===== src/hdl/sdcd_pkg.sv =====
// Shared types and constants for the switch debounce / click detector.
// No dependencies; used by sdcd_step and the top level.
package sdcd_pkg;

   localparam int unsigned TimeWidth   = 32;
   localparam int unsigned PeriodWidth = 16;
   localparam int unsigned CsrIdxWidth = 3;

   typedef enum logic [CsrIdxWidth-1:0] {
      CSR_DEGLITCH_PERIOD = 3'd0,
      CSR_DEBOUNCE_PERIOD = 3'd1,
      CSR_HOLD_PERIOD     = 3'd2,
      CSR_DBL_TAP_WINDOW  = 3'd3,
      CSR_ACTIVE_LOW      = 3'd4
   } csr_index_type;

   localparam logic [PeriodWidth-1:0] DeglitchReset = 16'd10;
   localparam logic [PeriodWidth-1:0] DebounceReset = 16'd50;
   localparam logic [PeriodWidth-1:0] HoldReset     = 16'd300;
   localparam logic [PeriodWidth-1:0] DblTapReset   = 16'd250;

   typedef struct packed {
      logic [PeriodWidth-1:0] deglitch_period;
      logic [PeriodWidth-1:0] debounce_period;
      logic [PeriodWidth-1:0] hold_period;
      logic [PeriodWidth-1:0] dbl_tap_window;
      logic                   active_low;
   } cfg_type;

   typedef struct packed {
      logic                 previous_raw;
      logic [TimeWidth-1:0] stable_since;
      logic                 deglitched_level;
      logic                 debounced_level;
      logic [TimeWidth-1:0] last_change_time;
      logic [TimeWidth-1:0] last_push_time;
      logic [TimeWidth-1:0] last_release_time;
      logic                 one_tap_blocked;
      logic                 hold_blocked;
   } state_type;

   // Result flags, highest bit first as packed in rsp_tdata
   typedef struct packed {
      logic one_tap;
      logic dbl_tap;
      logic held_long;
      logic is_on;
      logic released;
      logic pushed;
      logic switched;
   } flags_type;

   localparam state_type StateReset = '{
      previous_raw:      1'b0,
      stable_since:      '0,
      deglitched_level:  1'b0,
      debounced_level:   1'b0,
      last_change_time:  '0,
      last_push_time:    '0,
      last_release_time: '0,
      one_tap_blocked:   1'b1,
      hold_blocked:      1'b0
   };

endpackage


===== src/hdl/sdcd_step.sv =====
// One poll of the debouncer: next state and event flags from current state.
// Depends on sdcd_pkg.
module sdcd_step import sdcd_pkg::*; (
   input  state_type            state,
   input  cfg_type              cfg,
   input  logic                 raw_level,
   input  logic [TimeWidth-1:0] time_ms,
   output state_type            state_next,
   output flags_type            flags
);

   logic [TimeWidth-1:0] dt_stable;
   logic [TimeWidth-1:0] dt_change;
   logic [TimeWidth-1:0] dt_push;
   logic [TimeWidth-1:0] press_len;
   logic [TimeWidth-1:0] deglitch_ext;
   logic [TimeWidth-1:0] debounce_ext;
   logic [TimeWidth-1:0] long_ext;
   logic [TimeWidth-1:0] dclick_ext;
   logic                 degl_level;
   logic                 sw;
   logic                 on;
   logic                 push;
   logic                 rel;
   logic                 near_push;
   logic                 sc_blocked;
   logic                 lp_blocked;
   logic                 sc;
   logic                 lp;

   assign deglitch_ext = {{(TimeWidth-PeriodWidth){1'b0}}, cfg.deglitch_period};
   assign debounce_ext = {{(TimeWidth-PeriodWidth){1'b0}}, cfg.debounce_period};
   assign long_ext     = {{(TimeWidth-PeriodWidth){1'b0}}, cfg.hold_period};
   assign dclick_ext   = {{(TimeWidth-PeriodWidth){1'b0}}, cfg.dbl_tap_window};

   assign dt_stable = time_ms - state.stable_since;
   assign dt_change = time_ms - state.last_change_time;
   assign dt_push   = time_ms - state.last_push_time;
   assign press_len = state.last_release_time - state.last_push_time;
   assign near_push = dt_push < dclick_ext;

   always_comb begin
      state_next = state;

      // deglitch
      degl_level = state.deglitched_level;
      if (raw_level != state.previous_raw) begin
         state_next.stable_since = time_ms;
      end else if (dt_stable > deglitch_ext) begin
         degl_level              = raw_level;
         state_next.stable_since = time_ms;
      end
      state_next.previous_raw     = raw_level;
      state_next.deglitched_level = degl_level;

      // debounce
      sw = (degl_level != state.debounced_level) && (dt_change > debounce_ext);
      state_next.debounced_level = sw ? degl_level : state.debounced_level;

      on   = (state_next.debounced_level == ~cfg.active_low);
      push = sw && on;
      rel  = sw && !on;

      // single click
      sc_blocked = push ? near_push : state.one_tap_blocked;
      sc = 1'b0;
      if (!sc_blocked) begin
         sc = !sw && !on && (press_len <= long_ext) && !near_push;
         sc_blocked = sc;
      end
      state_next.one_tap_blocked = sc_blocked;

      // long press
      lp_blocked = rel ? 1'b0 : state.hold_blocked;
      lp = 1'b0;
      if (!lp_blocked) begin
         lp = !sw && on && (dt_push > long_ext);
         lp_blocked = lp;
      end
      state_next.hold_blocked = lp_blocked;

      // timestamps
      if (sw) begin
         state_next.last_change_time = time_ms;
         if (push) begin
            state_next.last_push_time = time_ms;
         end else begin
            state_next.last_release_time = time_ms;
         end
      end

      flags.switched  = sw;
      flags.pushed    = push;
      flags.released  = rel;
      flags.is_on     = on;
      flags.held_long = lp;
      flags.dbl_tap   = push && near_push;
      flags.one_tap   = sc;
   end

endmodule


===== src/hdl/switch_debounce_click_detector_core.sv =====
// Top level of the switch debouncer with click and long-press detection.
// Depends on sdcd_pkg and sdcd_step.
//
//  Port group | Direction | Transaction carries
//  -----------+-----------+-------------------------------------------------
//  req_*      | in        | one poll: raw_level, time_ms
//  rsp_*      | out       | one result per poll: seven event/level flags
//  csr_*      | in        | register write: index, data
//
// One poll per cycle sustained while rsp_tready stays high. A poll is
// captured in the input register and then moves into the result register,
// which drives rsp_tvalid. The state update happens when a poll moves from
// the input register to the result register.
// Reset (synchronous, active high) empties both registers, restores the
// register defaults and the detector state. A stalled rsp holds the result
// and, once the input register is also full, drops req_tready.
module switch_debounce_click_detector_core import sdcd_pkg::*; (
   input  logic                   clock,
   input  logic                   reset,
   // poll input
   input  logic                   req_tvalid,
   output logic                   req_tready,
   input  logic [39:0]            req_tdata,  // [0] raw_level, [32:1] time_ms, [39:33] zero
   // result output
   output logic                   rsp_tvalid,
   input  logic                   rsp_tready,
   output logic [7:0]             rsp_tdata,  // [0] switched, [1] pushed, [2] released,
                                              // [3] is_on, [4] held_long,
                                              // [5] dbl_tap, [6] one_tap, [7] zero
   // register writes
   input  logic                   csr_valid,
   output logic                   csr_ready,
   input  logic [CsrIdxWidth-1:0] csr_index,
   input  logic [PeriodWidth-1:0] csr_data
);

   // input register
   logic                 in_valid_ff;
   logic                 in_raw_ff;
   logic [TimeWidth-1:0] in_time_ff;

   // result register
   logic                 out_valid_ff;
   flags_type            out_flags_ff;

   // detector state and configuration
   state_type            state_ff;
   state_type            state_in;
   cfg_type              cfg_ff;
   flags_type            flags_in;

   logic                 advance;
   logic                 req_take;
   logic                 csr_take;

   // a poll moves on when the result register is free or being drained
   assign advance    = in_valid_ff && (!out_valid_ff || rsp_tready);
   assign req_tready = !in_valid_ff || advance;
   assign req_take   = req_tvalid && req_tready;

   // writes must only arrive while idle (the block does not enforce this); all are taken
   assign csr_ready = 1'b1;
   assign csr_take  = csr_valid;

   sdcd_step u_step (
      .state      (state_ff),
      .cfg        (cfg_ff),
      .raw_level  (in_raw_ff),
      .time_ms    (in_time_ff),
      .state_next (state_in),
      .flags      (flags_in)
   );

   always_ff @(posedge clock) begin
      if (reset) begin
         in_valid_ff <= 1'b0;
      end else if (req_take) begin
         in_valid_ff <= 1'b1;
      end else if (advance) begin
         in_valid_ff <= 1'b0;
      end
   end

   always_ff @(posedge clock) begin
      if (req_take) begin
         in_raw_ff  <= req_tdata[0];
         in_time_ff <= req_tdata[32:1];
      end
   end

   always_ff @(posedge clock) begin
      if (reset) begin
         out_valid_ff <= 1'b0;
      end else if (advance) begin
         out_valid_ff <= 1'b1;
      end else if (rsp_tready) begin
         out_valid_ff <= 1'b0;
      end
   end

   always_ff @(posedge clock) begin
      if (advance) begin
         out_flags_ff <= flags_in;
      end
   end

   always_ff @(posedge clock) begin
      if (reset) begin
         state_ff <= StateReset;
      end else if (advance) begin
         state_ff <= state_in;
      end
   end

   always_ff @(posedge clock) begin
      if (reset) begin
         cfg_ff.deglitch_period <= DeglitchReset;
         cfg_ff.debounce_period <= DebounceReset;
         cfg_ff.hold_period     <= HoldReset;
         cfg_ff.dbl_tap_window  <= DblTapReset;
         cfg_ff.active_low      <= 1'b0;
      end else if (csr_take) begin
         unique case (csr_index)
            CSR_DEGLITCH_PERIOD: cfg_ff.deglitch_period <= csr_data;
            CSR_DEBOUNCE_PERIOD: cfg_ff.debounce_period <= csr_data;
            CSR_HOLD_PERIOD:     cfg_ff.hold_period     <= csr_data;
            CSR_DBL_TAP_WINDOW:  cfg_ff.dbl_tap_window  <= csr_data;
            CSR_ACTIVE_LOW:      cfg_ff.active_low      <= csr_data[0];
            default: ;  // unmapped index, write dropped
         endcase
      end
   end

   assign rsp_tvalid = out_valid_ff;
   assign rsp_tdata  = {1'b0, out_flags_ff};

   // ---- checks ----

   // push and release are exclusive and both come from a debounced change
   a_edge_implies_switch: assert property (@(posedge clock) disable iff (reset)
      out_valid_ff && (out_flags_ff.pushed || out_flags_ff.released) |->
         out_flags_ff.switched && !(out_flags_ff.pushed && out_flags_ff.released))
      else $error("push/release flag without a single debounced change");

   // a double click is always a push
   a_dclick_is_push: assert property (@(posedge clock) disable iff (reset)
      out_valid_ff && out_flags_ff.dbl_tap |-> out_flags_ff.pushed)
      else $error("double click without push");

   // long press only while held and steady; single click only while released
   a_lp_sc_level: assert property (@(posedge clock) disable iff (reset)
      out_valid_ff |->
         !(out_flags_ff.held_long && (!out_flags_ff.is_on || out_flags_ff.switched)) &&
         !(out_flags_ff.one_tap && (out_flags_ff.is_on || out_flags_ff.switched)))
      else $error("long press or single click on wrong level");

   // detector state only changes when a poll advances
   a_state_hold: assert property (@(posedge clock) disable iff (reset)
      !$past(advance) && !$past(reset) |-> $stable(state_ff))
      else $error("detector state changed without a poll");

endmodule

===== config.mk =====
export PLATFORM = sky130hd
export DESIGN_NAME = switch_debounce_click_detector_core
export DESIGN_NICKNAME = d
export VERILOG_FILES = /design/src/hdl/sdcd_pkg.sv /design/src/hdl/sdcd_step.sv /design/src/hdl/switch_debounce_click_detector_core.sv
export SDC_FILE = /design/constraint.sdc
export NUM_CORES = 1
export LEC_CHECK = 0
export BUFFER_PORTS_ARGS = -buffer_cell sky130_fd_sc_hd__buf_2
export CORE_ASPECT_RATIO = 1.1
export CORE_MARGIN = 5
export CORE_UTILIZATION = 55
export CTS_CLUSTER_SIZE = 30
export DETAILED_ROUTE_END_ITERATION = 16
export GPL_TIMING_DRIVEN = 0
export HOLD_SLACK_MARGIN = 0.08
export PLACE_DENSITY_LB_ADDON = 0.1
export SETUP_SLACK_MARGIN = 0.15
export SLEW_MARGIN = 10
export SYNTH_ARGS = -nofsm -noshare
export SYNTH_HDL_FRONTEND = slang
export SYNTH_SLANG_ARGS = --single-unit

===== constraint.sdc =====
create_clock -name clock -period 6 [get_ports clock]
set_input_delay 0.9 -clock clock [delete_from_list [all_inputs] [get_ports clock]]
set_output_delay 0.9 -clock clock [all_outputs]
set_load 0.01 [all_outputs]

# Yosys cells after proc, flatten, opt, wreduce, memory -nomap -nowiden
# Index checks and enable logic that the tools add are counted.
dict set report op_classes {
  eq_ne 7
  addsub 4
  n_mux 13
  n_reduce_logical 31
  order_cmp 5
  bitwise_logic 2
}
# operator n
set op_table {}
lappend op_table {{$sub A32 B32 Y32} 4}
lappend op_table {{$gt A32 B16 Y1} 3}
lappend op_table {{$mux W32} 2}
lappend op_table {{$le A32 B16 Y1} 1}
lappend op_table {{$lt A32 B16 Y1} 1}
lappend op_table {{$reduce_and A2 Y1} 7}
lappend op_table {{$logic_and A1 B1 Y1} 11}
lappend op_table {{$mux W1} 11}
lappend op_table {{$eq A3 B2 Y1 const B} 2}
lappend op_table {{$reduce_and A3 Y1} 2}
lappend op_table {{$reduce_bool A2 Y1} 3}
lappend op_table {{$logic_not A1 Y1} 5}
lappend op_table {{$eq A3 B1 Y1 const B} 1}
lappend op_table {{$eq A3 B3 Y1 const B} 1}
lappend op_table {{$logic_not A3 Y1} 1}
lappend op_table {{$logic_or A1 B1 Y1} 2}
lappend op_table {{$ne A1 B1 Y1} 2}
lappend op_table {{$not A1 Y1} 2}
lappend op_table {{$eq A1 B1 Y1} 1}
dict set report totals {
  wordCells 87
  output_inout_bits 11
  reg_bits 240
}

# Depth between registers and ports, before layout
dict set report logic_depth {
  depth_word 13
  depth_mapped 26
  ltp_nobuf 25
}

# Cells and area by module
# From an unflattened synthesis, not the netlist that was laid out.
dict set report hier_totals {
  hier_cells 2543
  hier_area_um2 20925.1
}
# mod cells_per_inst area_each_um2 instances
set modules_own_cells {}
lappend modules_own_cells {sdcd_step 1630 11449.7 1}
lappend modules_own_cells {switch_debounce_click_detector_core 913 9475.3 1}

# Least setup slack after synthesis
# No wires, ideal clock.
dict set report synth_path {
  path_kind {register -> register}
  startpoint {register in_time_ff[1]}
  endpoint {register state_ff[35] (netlist bit)}
  t_arrival_ns 5.081
  required_time_ns 5.872
  slack_ns 0.791
  synth_period_minus_slack_ns 5.209
  stages_incl_launch_ff 23
  setup_time_ns 0.128
  cell_sequence {edfxtp_1 > inv_1 > fa_1 > nor2b_1 > o2111ai_1 > a2111oi_0 > nor3_1 > xnor2_1 > ha_1 > and4_1 > nand3_1 > a21oi_1 > a2111oi_0 > o2111ai_1 > nor4_1 > nand4_1 > o311ai_4 > nand3b_4 > mux2_4 > nor2_8 > buf_8 > mux2i_1 > nor2_1}
}
dict set report synth_between {
  elab_chain_cells 10
  elab_cells_between_ends 12
  cone_classes {add/sub: 2; order compare: 2; eq/ne: 2; mux: 3; reduce/logical: 3}
}
# item line
set synth_lines {}
lappend synth_lines {{start: declaration} switch_debounce_click_detector_core.sv:40} ;# logic [TimeWidth-1:0] in_time_ff;
lappend synth_lines {{start signal: assignment} switch_debounce_click_detector_core.sv:87} ;# in_time_ff <= req_tdata[32:1];
lappend synth_lines {{$sub A32 B32 Y32} sdcd_step.sv:36} ;# assign dt_stable = time_ms - state.stable_since;
lappend synth_lines {{$gt A32 B16 Y1} sdcd_step.sv:49} ;# end else if (dt_stable > deglitch_ext) begin
lappend synth_lines {{$mux W1} sdcd_step.sv:49}
lappend synth_lines {{$mux W1} sdcd_step.sv:47} ;# if (raw_level != state.previous_raw) begin
lappend synth_lines {{$ne A1 B1 Y1} sdcd_step.sv:57} ;# sw = (degl_level != state.debounced_level) && (dt_change > debounce_ext);
lappend synth_lines {{$logic_and A1 B1 Y1} sdcd_step.sv:57}
lappend synth_lines {{$mux W1} sdcd_step.sv:58} ;# state_next.debounced_level = sw ? degl_level : state.debounced_level;
lappend synth_lines {{$eq A1 B1 Y1} sdcd_step.sv:60} ;# on = (state_next.debounced_level == ~cfg.active_low);
lappend synth_lines {{$logic_and A1 B1 Y1} sdcd_step.sv:61} ;# push = sw && on;
lappend synth_lines {{$reduce_and A3 Y1 (no source line)} n/a}
lappend synth_lines {{end signal: assignment} switch_debounce_click_detector_core.sv:109} ;# state_ff <= StateReset;
lappend synth_lines {{end signal: assignment} switch_debounce_click_detector_core.sv:111} ;# state_ff <= state_in;
lappend synth_lines {{end: declaration} switch_debounce_click_detector_core.sv:47} ;# state_type state_ff;
# Several ways; a longest one is shown, not always the timed one.
# A chain may end at the register's enable or synchronous reset.

# Final worst setup path
dict set report layout_path {
  startpoint {register in_time_ff[0]}
  endpoint {register state_ff[36] (netlist bit)}
}
dict set report layout_between {
  elab_chain_cells 10
  elab_cells_between_ends 12
  cone_classes {add/sub: 2; order compare: 2; eq/ne: 2; mux: 3; reduce/logical: 3}
}
# item line
set layout_lines {}
lappend layout_lines {{$sub A32 B32 Y32} sdcd_step.sv:36}
lappend layout_lines {{$gt A32 B16 Y1} sdcd_step.sv:49}
lappend layout_lines {{$mux W1} sdcd_step.sv:49}
lappend layout_lines {{$mux W1} sdcd_step.sv:47}
lappend layout_lines {{$ne A1 B1 Y1} sdcd_step.sv:57}
lappend layout_lines {{$logic_and A1 B1 Y1} sdcd_step.sv:57}
lappend layout_lines {{$mux W1} sdcd_step.sv:58}
lappend layout_lines {{$eq A1 B1 Y1} sdcd_step.sv:60}
lappend layout_lines {{$logic_and A1 B1 Y1} sdcd_step.sv:61}
lappend layout_lines {{$reduce_and A3 Y1 (no source line) *} n/a}
# Mark *: on every way between the ends. The rest lies on a longest branch, timed or not.

==> PnR_summary.wiki <==
{| class="wikitable"
! Metric !! Value
|-
| Most used flip-flop cell after synthesis || dfxtp_1
|-
| Maxcap violations || 0
|-
| Highest-count cells in the layout ignoring fill and taps || nand2_1 (267), a21oi_1 (221), nor2_1 (208)
|-
| Die span in x || about 180 um
|-
| Post-Syn Instances || ~2300
|-
| Largest net degree at the start of global routing || 34
|-
| Via-per-instance ratio || around 5.9
|-
| DP HPWL || approximately 42000 um
|-
| H-tree depth reported by CTS || 1
|-
| Simple-gate share of the synthesized area || between 10% and 20%
|-
| Number of flops mapped to enable cells by yosys || 40
|-
| Run status || finished, final reports clean
|-
| Arithmetic-cell share of the synthesized area counting full adders, half adders and majority gates || between 10% and 20%
|-
| P&R area growth vs syn || 14.3%
|-
| Yosys Warn Count || 0
|-
| Power per Cell Area || between 200 and 250 mW/mm^2
|-
| Worst slew pin tran || just over 0.9 ns
|-
| Critical path fanouts, max || 6
|-
| Die area || between 0.03 and 0.04 mm^2
|-
| Post-synth cell types || 91
|-
| Antenna Nets Post-Route || 0
|-
| Setup skew after layout || 0.0115 ns
|-
| Die Y-Extent || 200 um
|-
| Area of the mapped netlist || about 0.018 mm^2
|-
| Clock latency at the later pin of the worst-skew pair || around 0.56 ns
|-
| Fraction of layout cells with a size suffix above 1 || 10.8%
|-
| Multi-input gate area in the final layout || ~0.012 mm^2
|-
| Sort of element at the end of the critical path || register
|-
| Number of clock buffers inserted by TritonCTS || 28
|-
| Main combinational cell family by area after synthesis || compound AO/OA/AOI/OAI gates
|-
| Leak pwr || between 8 and 9 nW
|-
| Pre-antenna DRT Iters || 5
|-
| Max Transition Viols Final || 0
|-
| Worst setup path category || register to register
|-
| Aggregate global-route resource usage || about 28%
|-
| Unrepaired setup endpoints after global routing || yes
|-
| Mean post-synth cell area || approximately 8.0 um^2
|-
| Share of cell area taken by muxes after synthesis || approximately 6.3%
|-
| Worst-case headroom to the max-slew limit || approximately two fifths
|-
| Count of fill cells added during filler insertion || 2894
|-
| Async S/R FF share, synth || 0%
|-
| Most common cell after layout, fill and taps aside || nand2_1
|-
| Period utilization || ~96%
|-
| Clock period minus worst slack || ~5.7 ns
|-
| XOR/XNOR Fraction of Synth Area || about 4.5%
|-
| Launch point of the critical path || in_time_ff[0]
|-
| Overall routed net length || approximately 53000 um
|-
| Vias in the first global route || around 16000
|-
| Hold Startpoint || cfg_ff[36]
|-
| Arrival time reported for the critical path endpoint || about 6 ns
|-
| Routability cong. || about 0.95
|-
| Startpoint type of the worst setup path || register
|-
| First-pass GRT wire length || ~83000 um
|-
| Wirelength per Cell || approximately 19 um
|-
| Diodes inserted || 0
|-
| RR Startpoint || in_time_ff[0]
|-
| Clk sink count || 240
|-
| Initial antenna violation count || 0
|-
| Synth Area in Compound Gates || 21.5%
|-
| Violation count after the first detailed-route iteration || between 1000 and 1500
|-
| Port Buffers || 64
|-
| Flip-flop and latch count after synthesis || 240
|-
| Highest ir drop seen on vdd || between 0.0002 and 0.0003 V
|-
| Row cnt || 69
|-
| CTS tree || done
|-
| Cell at the root of the clock tree || clkbuf_16
|-
| Fmax || roughly 0.17 GHz
|-
| Flip-flop and latch area || 0.00520 mm^2
|-
| Synth top area cells || dfxtp_1 (22%), ha_1 (14%), edfxtp_1 (6.6%)
|-
| Aggregate negative setup slack || 0 ns
|-
| Effective utilization at floorplan || ~56%
|-
| Final Net Count || roughly 2700
|-
| Overflow after GRT || 0
|-
| Total via count in the routed design || roughly 17000
|-
| Portion of synthesized cell area occupied by the leading cell type || 22.1%
|-
| Buffer levels on the longest clock path || 3
|-
| Sequential-to-total area share from yosys stat || 28.8%
|-
| Clock transition at the registers of the reported paths || approximately 0.060 ns
|-
| # DRC || 0
|-
| Biggest area consumer among synthesized cells || dfxtp_1
|-
| Required @ worst endpoint || approximately 6.4 ns
|-
| Core region area || roughly 0.032 mm^2
|-
| Final hold violations || 0
|-
| Boundary Pins || between 70 and 80
|-
| Fin cells || between 2000 and 3000
|-
| Class of the tightest hold or removal check || register to register
|-
| Setup violators final || 0
|-
| Post-Place Cells || 2741
|-
| Post-Syn Nets || 2521
|}
==> stage by stage <==
stage | power, W | worst slack, ns | util (%) | instance area [um^2] | hold slack [ns]
finish | 0.00462 | 0.270 | 63.8 | 20700 | 0.454
global route | 0.00485 | -0.00111 | 63.8 | 20700 | 0.477
CTS | 0.00463 | 0.140 | 63.0 | 20400 | 0.455
detailed placement | 0.00273 | -1.23 | 58.5 | 18900 | 0.446
global placement | 0.00271 | -1.88 | 58.5 | 18900 | 0.443
floorplan | 0.00246 | 0.791 | - | 18100 | 0.434
==> state kept, by name (all words and copies together), names as in the netlist <==
name / cells
state_ff: 133
cfg_ff: 65
in_time_ff: 32
rsp_tdata: 7
in_raw_ff: 1
in_valid_ff: 1
rsp_tvalid: 1
==> routing by layer <==
metal  up-vias  GRT usage (%)  wire length, um
li1       8265              -                -
met1      7744           37.1            23000
met2       528           45.7            24300
met3       126           3.77             3430
met4         0           12.0             2520
met5         -              0                0
==> power by group <==
group | total (W) | internal [W] | switching [W]
combinational | 0.00104 | 0.000419 | 0.000624
sequential | 0.00173 | 0.00168 | 0.0000444
clock | 0.00185 | 0.00112 | 0.000739
total | 0.00462 | 0.00322 | 0.00141
==> Yosys cell counts (all sizes together) (31+ instances only) <==
master	number
dfxtp	200
nor2	210
a21o	52
nand4	35
nor3	31
ha	203
clkbuf	73
o21ai	115
a21oi	228
mux2i	107
nand2	270
edfxtp	40
inv	191
xnor2	62
==> worst max-delay path: stages, from the launching register on <==
cell and delay (ns):
edfxtp_1 0.44, inv_2 0.08, ha_4 0.16, fa_2 0.36
nor2b_4 0.16, o2111ai_4 0.17, nand2_2 0.11, and2_4 0.16
a41oi_2 0.09, xnor2_1 0.19, ha_1 0.30, and4_1 0.18
a221o_1 0.35, a2111oi_4 0.43, o2111ai_2 0.17, nor4_2 0.33
nand4_1 0.26, o311ai_4 0.32, nand3b_4 0.18, mux2_4 0.37
nor2_8 0.20, buf_12 0.17, clkbuf_16 0.15, mux2i_1 0.19
nor2_1 0.06
==> area by class of cell <==
class | instances | area share (%)
sequential | 240 | 25.2
inverter | 191 | 3.47
buffer | 99 | 2.56
timing repair buffer | 106 | 3.66
clock inverter | 14 | 0.739
clock buffer | 38 | 4.23
tap | 426 | 2.58
multi-input combinational | 1720 | 57.6
==> worst paths after layout <==
path	slack [ns]	end	depth (start not counted)
max	0.27	state_ff[36]	24
min	0.45	cfg_ff[36]	2
min reg2reg	0.45	cfg_ff[36]	2
max reg2reg	0.27	state_ff[36]	24
==> cell families after synthesis <==
group	Yosys count
buffers and inverters	290
adders and majority gates	207
DFF	240
xor gates and xnor gates	92
AOI/OAI and AO/OA	609
other	2
muxes	112
and+or+nand+nor	698
==> what timing repair did <==
item	4_1_cts	5_1_grt
setup endpoints to repair	139	135
gates resized for setup	37	37
pin swaps	19	23
hold buffers	0	0
setup buffers	27	9
gates cloned	1	4
Power figures use the tool's default switching activity.
